<file path="config.mk">
export PLATFORM = sky130hd
export DESIGN_NAME = base64_stream_decoder_flat
export DESIGN_NICKNAME = d
export VERILOG_FILES = /design/src/rtl/b64d_pkg.sv /design/src/rtl/b64d_if.sv /design/src/rtl/b64d_decode.sv /design/src/rtl/b64d_serialize.sv /design/src/rtl/base64_stream_decoder.sv /design/src/flat_wrapper.sv
export SDC_FILE = /design/constraint.sdc
export NUM_CORES = 1
export LEC_CHECK = 0
export BUFFER_PORTS_ARGS = -buffer_cell sky130_fd_sc_hd__buf_2
export CORE_MARGIN = 4
export CORE_UTILIZATION = 31
export CTS_BUF_LIST = sky130_fd_sc_hd__clkbuf_8
export DETAILED_ROUTE_END_ITERATION = 10
export GPL_ROUTABILITY_DRIVEN = 0
export PLACE_DENSITY = 0.54
export SETUP_SLACK_MARGIN = 0.15
export SLEW_MARGIN = 20
export SYNTH_ARGS = -nofsm -noshare
export SYNTH_HDL_FRONTEND = slang
export SYNTH_SLANG_ARGS = --single-unit
</file>
<file path="constraint.sdc">
create_clock -name clk -period 2.9 [get_ports clk]
set_clock_uncertainty 0.05 [all_clocks]
set_input_delay 0.725 -clock clk [delete_from_list [all_inputs] [get_ports clk]]
set_output_delay 0.725 -clock clk [all_outputs]
set_load 0.05 [all_outputs]
</file>
<file path="src/rtl/b64d_pkg.sv">
`timescale 1ns / 1ps
// ----------------------------------------------------------------------------
// b64d_pkg
// Shared types, character constants and the alphabet map of the base64
// stream decoder.
// ----------------------------------------------------------------------------
package b64d_pkg;

	localparam logic [7:0] CHAR_UPPER_A = 8'h41;
	localparam logic [7:0] CHAR_UPPER_Z = 8'h5A;
	localparam logic [7:0] CHAR_LOWER_A = 8'h61;
	localparam logic [7:0] CHAR_LOWER_Z = 8'h7A;
	localparam logic [7:0] CHAR_DIGIT_0 = 8'h30;
	localparam logic [7:0] CHAR_DIGIT_9 = 8'h39;
	localparam logic [7:0] CHAR_PLUS    = 8'h2B;
	localparam logic [7:0] CHAR_SLASH   = 8'h2F;
	localparam logic [7:0] CHAR_PAD     = 8'h3D;

	// Offsets that bring each character range onto its six-bit value.
	localparam logic [7:0] LOWER_OFFSET = 8'd71;
	localparam logic [7:0] DIGIT_OFFSET = 8'd4;
	localparam logic [5:0] SEXTET_PLUS  = 6'd62;
	localparam logic [5:0] SEXTET_SLASH = 6'd63;

	localparam int unsigned MAX_RESULTS = 3;

	typedef struct packed {
		logic [7:0] data_byte;
		logic       has_data;
		logic       bad_char;
		logic       frame_end;
	} result_t;

	// Results caused by one request, in order, and how many of them are used.
	typedef struct packed {
		logic [1:0]                    count;
		result_t [MAX_RESULTS-1:0]     res;
	} burst_t;

	typedef struct packed {
		logic       valid;
		logic [5:0] value;
	} sextet_t;

	function automatic sextet_t sextet_of(input logic [7:0] c);
		sextet_t s;
		s = '0;
		priority if (c >= CHAR_UPPER_A && c <= CHAR_UPPER_Z) begin
			s = '{valid: 1'b1, value: 6'(c - CHAR_UPPER_A)};
		end else if (c >= CHAR_LOWER_A && c <= CHAR_LOWER_Z) begin
			s = '{valid: 1'b1, value: 6'(c - LOWER_OFFSET)};
		end else if (c >= CHAR_DIGIT_0 && c <= CHAR_DIGIT_9) begin
			s = '{valid: 1'b1, value: 6'(c + DIGIT_OFFSET)};
		end else if (c == CHAR_PLUS) begin
			s = '{valid: 1'b1, value: SEXTET_PLUS};
		end else if (c == CHAR_SLASH) begin
			s = '{valid: 1'b1, value: SEXTET_SLASH};
		end else begin
			s = '0;
		end
		return s;
	endfunction

endpackage

</file>
<file path="src/rtl/b64d_if.sv">
`timescale 1ns / 1ps
// ----------------------------------------------------------------------------
// b64d_if
// Valid/ready channels of the base64 decoder: characters in, bytes out.
// ----------------------------------------------------------------------------
interface b64d_char_if;
	logic       valid;
	logic       ready;
	logic [7:0] char_code;
	logic       frame_last;

	modport source (output valid, output char_code, output frame_last, input ready);
	modport sink   (input valid, input char_code, input frame_last, output ready);
endinterface

interface b64d_byte_if;
	logic       valid;
	logic       ready;
	logic [7:0] data_byte;
	logic       has_data;
	logic       bad_char;
	logic       frame_end;
	logic       run_last;

	modport source (output valid, output data_byte, output has_data, output bad_char,
		output frame_end, output run_last, input ready);
	modport sink   (input valid, input data_byte, input has_data, input bad_char,
		input frame_end, input run_last, output ready);
endinterface

</file>
<file path="src/rtl/b64d_decode.sv">
`timescale 1ns / 1ps
// ----------------------------------------------------------------------------
// b64d_decode
// Holds the group state and turns one character into its burst of results.
// ----------------------------------------------------------------------------
module b64d_decode
	import b64d_pkg::*;
(
	input  logic       clk,
	input  logic       arst_n,
	input  logic       accept,
	input  logic [7:0] char_code,
	input  logic       frame_last,
	output burst_t     burst
);

	logic [1:0]  group_count_q;
	logic [17:0] held_sextets_q;
	logic        pad_seen_q;
	logic        discarding_q;

	logic [1:0]  group_count_d;
	logic [17:0] held_sextets_d;
	logic        pad_seen_d;
	logic        discarding_d;
	logic        new_bad;
	logic [23:0] word;
	sextet_t     sx;

	always_comb begin
		sx             = sextet_of(char_code);
		word           = {held_sextets_q, sx.value};
		group_count_d  = group_count_q;
		held_sextets_d = held_sextets_q;
		pad_seen_d     = pad_seen_q;
		discarding_d   = discarding_q;
		new_bad        = 1'b0;
		burst          = '0;

		if (!discarding_q && !pad_seen_q) begin
			priority if (char_code == CHAR_PAD) begin
				pad_seen_d = 1'b1;
			end else if (!sx.valid) begin
				discarding_d              = 1'b1;
				new_bad                   = 1'b1;
				burst.count               = 2'd1;
				burst.res[0].bad_char     = 1'b1;
				burst.res[0].frame_end    = frame_last;
			end else if (group_count_q == 2'd3) begin
				burst.count               = 2'd3;
				burst.res[0]              = '{data_byte: word[23:16], has_data: 1'b1,
					bad_char: 1'b0, frame_end: 1'b0};
				burst.res[1]              = '{data_byte: word[15:8], has_data: 1'b1,
					bad_char: 1'b0, frame_end: 1'b0};
				burst.res[2]              = '{data_byte: word[7:0], has_data: 1'b1,
					bad_char: 1'b0, frame_end: 1'b0};
				group_count_d             = 2'd0;
				held_sextets_d            = '0;
			end else begin
				held_sextets_d = word[17:0];
				group_count_d  = group_count_q + 2'd1;
			end
		end

		// Frame end flushes the partial group. Only the three-byte case and the
		// new-error case can already have results here.
		if (frame_last) begin
			priority if (new_bad) begin
				burst.count = 2'd1;
			end else if (discarding_d) begin
				burst.count  = 2'd1;
				burst.res[0] = '{data_byte: 8'h00, has_data: 1'b0,
					bad_char: 1'b1, frame_end: 1'b1};
			end else if (group_count_d == 2'd2) begin
				burst.count  = 2'd1;
				burst.res[0] = '{data_byte: held_sextets_d[11:4], has_data: 1'b1,
					bad_char: 1'b0, frame_end: 1'b1};
			end else if (group_count_d == 2'd3) begin
				burst.count  = 2'd2;
				burst.res[0] = '{data_byte: held_sextets_d[17:10], has_data: 1'b1,
					bad_char: 1'b0, frame_end: 1'b0};
				burst.res[1] = '{data_byte: held_sextets_d[9:2], has_data: 1'b1,
					bad_char: 1'b0, frame_end: 1'b1};
			end else if (burst.count == 2'd3) begin
				burst.res[2].frame_end = 1'b1;
			end else begin
				burst.count  = 2'd1;
				burst.res[0] = '{data_byte: 8'h00, has_data: 1'b0,
					bad_char: 1'b0, frame_end: 1'b1};
			end
			group_count_d  = 2'd0;
			held_sextets_d = '0;
			pad_seen_d     = 1'b0;
			discarding_d   = 1'b0;
		end
	end

	always_ff @(posedge clk or negedge arst_n) begin
		if (!arst_n) begin
			group_count_q  <= '0;
			held_sextets_q <= '0;
			pad_seen_q     <= 1'b0;
			discarding_q   <= 1'b0;
		end else if (accept) begin
			group_count_q  <= group_count_d;
			held_sextets_q <= held_sextets_d;
			pad_seen_q     <= pad_seen_d;
			discarding_q   <= discarding_d;
		end
	end

endmodule

</file>
<file path="src/rtl/b64d_serialize.sv">
`timescale 1ns / 1ps
// ----------------------------------------------------------------------------
// b64d_serialize
// Result register that holds one burst and hands it out a result at a time.
// ----------------------------------------------------------------------------
module b64d_serialize
	import b64d_pkg::*;
(
	input  logic       clk,
	input  logic       arst_n,
	input  logic       load,
	input  burst_t     burst,
	output logic       free,
	input  logic       out_ready,
	output logic       out_valid,
	output result_t    out_res,
	output logic       out_run_last
);

	logic       valid_q;
	logic [1:0] count_q;
	logic [1:0] idx_q;
	result_t [MAX_RESULTS-1:0] res_s2;
	logic       take;
	logic       last_take;

	assign out_valid    = valid_q;
	assign out_res      = res_s2[idx_q];
	assign out_run_last = (idx_q == count_q - 2'd1);
	assign take         = valid_q && out_ready;
	assign last_take    = take && out_run_last;
	// The register frees in the same cycle its final result is taken.
	assign free         = !valid_q || last_take;

	always_ff @(posedge clk or negedge arst_n) begin
		if (!arst_n) begin
			valid_q <= 1'b0;
			count_q <= '0;
			idx_q   <= '0;
		end else if (load && burst.count != 2'd0) begin
			valid_q <= 1'b1;
			count_q <= burst.count;
			idx_q   <= '0;
		end else if (last_take) begin
			valid_q <= 1'b0;
		end else if (take) begin
			idx_q   <= idx_q + 2'd1;
		end
	end

	always_ff @(posedge clk) begin
		if (load) begin
			res_s2 <= burst.res;
		end
	end

endmodule

</file>
<file path="src/rtl/base64_stream_decoder.sv">
`timescale 1ns / 1ps
// The first result of a character is shown in the cycle after it is taken.
// One character per cycle while each yields at most one result, taken at once;
// a character yielding more holds the result register until its last is taken.
// Reset: arst_n clears the group state and empties the result register.
// ----------------------------------------------------------------------------
// base64_stream_decoder
// Streaming base64 decoder, one character in, up to three results out.
// ----------------------------------------------------------------------------
module base64_stream_decoder
	import b64d_pkg::*;
(
	input  logic              clk,
	input  logic              arst_n,
	b64d_char_if.sink         text,
	b64d_byte_if.source       bytes
);

	logic    free;
	logic    accept;
	burst_t  burst;
	result_t out_res;

	assign text.ready = free;
	assign accept     = text.valid && free;

	b64d_decode u_decode (
		.clk        (clk),
		.arst_n     (arst_n),
		.accept     (accept),
		.char_code  (text.char_code),
		.frame_last (text.frame_last),
		.burst      (burst)
	);

	b64d_serialize u_serialize (
		.clk          (clk),
		.arst_n       (arst_n),
		.load         (accept),
		.burst        (burst),
		.free         (free),
		.out_ready    (bytes.ready),
		.out_valid    (bytes.valid),
		.out_res      (out_res),
		.out_run_last (bytes.run_last)
	);

	assign bytes.data_byte = out_res.data_byte;
	assign bytes.has_data  = out_res.has_data;
	assign bytes.bad_char  = out_res.bad_char;
	assign bytes.frame_end = out_res.frame_end;

endmodule

</file>
<file path="src/flat_wrapper.sv">
// flat-port wrapper written by rule: the top's interface ports become plain ports
module base64_stream_decoder_flat import b64d_pkg::*;
  (clk, arst_n, text_valid, text_char_code, text_frame_last, text_ready, bytes_valid, bytes_data_byte, bytes_has_data, bytes_bad_char, bytes_frame_end, bytes_run_last, bytes_ready);
  b64d_char_if text_i ();
  b64d_byte_if bytes_i ();
  input  logic clk;
  input  logic arst_n;
  input wire logic [$bits(text_i.valid)-1:0] text_valid;
  input wire logic [$bits(text_i.char_code)-1:0] text_char_code;
  input wire logic [$bits(text_i.frame_last)-1:0] text_frame_last;
  output wire logic [$bits(text_i.ready)-1:0] text_ready;
  output wire logic [$bits(bytes_i.valid)-1:0] bytes_valid;
  output wire logic [$bits(bytes_i.data_byte)-1:0] bytes_data_byte;
  output wire logic [$bits(bytes_i.has_data)-1:0] bytes_has_data;
  output wire logic [$bits(bytes_i.bad_char)-1:0] bytes_bad_char;
  output wire logic [$bits(bytes_i.frame_end)-1:0] bytes_frame_end;
  output wire logic [$bits(bytes_i.run_last)-1:0] bytes_run_last;
  input wire logic [$bits(bytes_i.ready)-1:0] bytes_ready;
  assign text_i.valid = text_valid;
  assign text_i.char_code = text_char_code;
  assign text_i.frame_last = text_frame_last;
  assign text_ready = text_i.ready;
  assign bytes_valid = bytes_i.valid;
  assign bytes_data_byte = bytes_i.data_byte;
  assign bytes_has_data = bytes_i.has_data;
  assign bytes_bad_char = bytes_i.bad_char;
  assign bytes_frame_end = bytes_i.frame_end;
  assign bytes_run_last = bytes_i.run_last;
  assign bytes_i.ready = bytes_ready;
  base64_stream_decoder u_core (.clk(clk), .arst_n(arst_n), .text(text_i), .bytes(bytes_i));
endmodule
</file>
==> flow_summary.json <==
{
  "drcViolationCount": 0,
  "synth_area_mm2": 0.003826,
  "tritoncts": "built",
  "async_flop_share": 0.4655,
  "setup_ws_ns": -0.04938,
  "tns_ns": -0.1177,
  "seqPwrFrac": 0.320,
  "cts_made_buffers": 9,
  "vias": 3740,
  "antenna_found_initial": 0,
  "combPwrFrac": 0.501,
  "cp_data_arrival_time_ns": 3.06,
  "finalHoldViolations": 0,
  "ctsHtreeMaxLevel": 3,
  "num_antenna_cells": 0,
  "die_area_mm2": 0.01418,
  "cellLeakagePower_uw": 0.002221,
  "cp_slowest_stage_delay_ns": 0.40,
  "rsz0062_at_grt": "yes",
  "crit_chain": "buf_8, clkinvlp_4, ha_4, a21o_1, o311a_4, o32a_4, a41oi_4, a221oi_2, a2111o_1, a22oi_1",
  "dp.final_hpwl_mm": 8.543,
  "violations": "setup timing",
  "power.share.switching": 0.4441,
  "syn_nets": 415,
  "critPathMaxFanout": 6,
  "drt-initial-drc-count": 317,
  "pre_cts_ws_ns": -0.4665,
  "die_y_um": 119.1,
  "slew_viol_final": 0,
  "fin_crit_ns": 2.949,
  "irDropWorstVdd_v": 0.0003613,
  "yosysWarnings": 0,
  "fin_util": 0.4585,
  "wl_mm": 12.07,
  "hold_class": "in2async",
  "finalSetupViolations": 6,
  "critical_path_buf_inv_count": 2,
  "drtAntennaViolNets": 0,
  "portBuffers": 26,
  "fin_crit_sh": 1.017,
  "cts_sinks": 58,
  "p_switching_uw": 1981,
  "layout.nets": 538,
  "grt_max_degree": 28,
  "synth-seq-cells": 58,
  "ys_seq_area_frac": 0.4199,
  "worst_ep_required_time_ns": 3.01,
  "synth_top_area_frac": 0.2433,
  "area_growth_pct": 44.54,
  "wl_per_cell_um": 17.54,
  "io_pins": 27,
  "p_int_uw": 2479,
  "cts-root-buf": "clkbuf_8",
  "grt_pass1_wl_mm": 18.80,
  "layout-drive-gt1-share": 0.4173,
  "ys.flop_type": "edfxtp_1",
  "syn-instance-count": 392,
  "num_rows": 40,
  "clk_latency_ns": 0.34,
  "max-cap-violations": 0,
  "synth-edff-count": 31,
  "synthTopCellsByArea": "edfxtp_1, dfrtp_1, nand2_1",
  "syn_avg_cell_area_um2": 9.761,
  "synth_top_area_cell": "edfxtp_1",
  "ctsHoldBuffers": 0,
  "grt_pass1_vias": 3503,
  "p_per_area_mw_per_mm2": 806.4,
  "grt_util_all_layers": 0.1656,
  "fmax_mhz": 339.1,
  "cp-end-kind": "register",
  "crit_type": "in2reg",
  "die_w_um": 119.1,
  "cp_top_family": "compound AO/OA/AOI/OAI gates",
  "worstSetupStartpointType": "primary input",
  "timing.hold.ws_ns": 0.3549,
  "crit_slowest_cell": "a41oi_4",
  "vias_per_cell": 5.436,
  "status": "finished with violations",
  "worst_pin_slew_ns": 0.6541,
  "p_clk_frac": 0.179,
  "start_util": 0.3172,
  "cts.clk_slew.worst_paths_ns": 0.07,
  "grt.overflow.total": 0,
  "ys_types": 79,
  "cts_buffer_depth": 2,
  "dr.pass1.iters": 5,
  "core_area_mm2": 0.01206,
  "slew-limit-headroom": 0.5640
}
[worst reg2reg max path, stage by stage, from the launching register on]
cell	delay, ns
dfrtp_1	0.52
ha_1	0.49
nand2_1	0.14
a211o_4	0.38
a221oi_4	0.33
a211oi_2	0.08
o22a_1	0.21
[per-layer routing]
metal	vias up	global-route usage	share of wire
met3	32	0.02896	0.062
met1	1771	0.2102	0.41
met4	0	0.06300	0.027
met5	-	0	0
met2	179	0.2805	0.50
li1	1758	-	-
[path summary, 6_finish.rpt]
path / slack [ns] / from / end / cells after the start
hold reg to reg: 0.46 / u_core.u_serialize.count_q[0] / u_core.u_serialize.count_q[0] / 1
setup / recovery: -0.05 / text_char_code[2] / u_core.u_serialize.res_s2[9] / 10
hold / removal: 0.35 / arst_n / u_core.u_decode.held_sextets_q[10] / 1
setup reg to reg: 0.45 / u_core.u_decode.group_count_q[1] / u_core.u_serialize.res_s2[6] / 6
max in group asynchronous: 1.99 / arst_n / u_core.u_serialize.idx_q[0] / 1
min in group clk: 0.46 / u_core.u_serialize.count_q[0] / u_core.u_serialize.count_q[0] / 1
[cell usage in the layout (no fill, tap or decap), drive strengths merged, types with 3 or more instances in the layout]
master	synthesis	final
a211o	3	3
o21ai	41	41
edfxtp	31	31
a21oi	14	14
ha	10	10
clkbuf	12	9
mux2i	14	14
inv	15	16
a32o	4	4
a211oi	5	5
a22o	4	4
nand2b	7	7
nand2	52	52
and2	3	3
nand3	5	5
nor3	6	6
dfrtp	27	27
clkinv	2	4
buf	10	134
a221o	3	3
and3	9	9
o211ai	3	3
a31oi	5	5
a311oi	3	3
a22oi	13	13
nor4	3	3
a32oi	3	3
a221oi	7	7
nor2	21	21
o31ai	7	7
nor2b	6	6
or3	3	3
[power by group through the flow]
stage | Sequential [uW] | Combinational [uW] | Clock [uW]
final | 1430 | 2230 | 799
after global routing | 1450 | 2400 | 864
after CTS | 1400 | 2060 | 813
after detailed placement | 1410 | 1970 | 0
after global placement | 1400 | 1950 | 0
after floorplan | 1350 | 1350 | 0
[layout make-up]
type | instances | area, um^2
clock buffer | 9 | 123.9
sequential | 58 | 1608
tap | 168 | 210.2
fill | 1107 | 6531
inverter | 17 | 75.07
multi-input combinational | 295 | 2391
clock inverter | 7 | 86.33
timing repair buffer | 134 | 1036
[flip-flops by register name (all words and copies together), names as in the netlist]
signal and cells:
u_core.u_decode.discarding_q 1, u_core.u_serialize.count_q 2, u_core.u_serialize.idx_q 2, u_core.u_decode.group_count_q 2
u_core.u_decode.held_sextets_q 18, u_core.u_serialize.out_valid 1, u_core.u_decode.pad_seen_q 1, u_core.u_serialize.res_s2 31
[Yosys cell counts, drive strengths merged, types with 6 or more instances]
cell and number:
a21oi 14, a221oi 7, a22oi 13, and3 9
buf 10, clkbuf 12, dfrtp 27, edfxtp 31
ha 10, inv 15, mux2i 14, nand2 52
nand2b 7, nor2 21, nor2b 6, nor3 6
o21ai 41, o31ai 7
[cell families after synthesis]
logic type,count (synthesis),share of synthesized area
AO/OA/AOI/OAI,140,0.2878
AND/OR/NAND/NOR,126,0.1661
flip-flops,58,0.4199
buffers and inverters,39,0.04480
multiplexers,15,0.03957
adder cells (fa/ha/maj),10,0.03270
XOR/XNOR,4,0.009158
[through the flow]
step,instance area [um^2],cells,power [uW]
5_1_grt,5530,688,4711
6_report,5530,688,4459
2_1_floorplan,3879,392,2693
3_5_place_dp,4747,646,3376
4_1_cts,5205,673,4274
3_3_place_gp,4747,646,3357
[timing repair]
action,CTS,global route
pin swaps,19,26
setup buffers,11,14
resized for setup,29,55
setup endpoints to repair,37,44
cloned,0,1
Power figures use the tool's default switching activity.
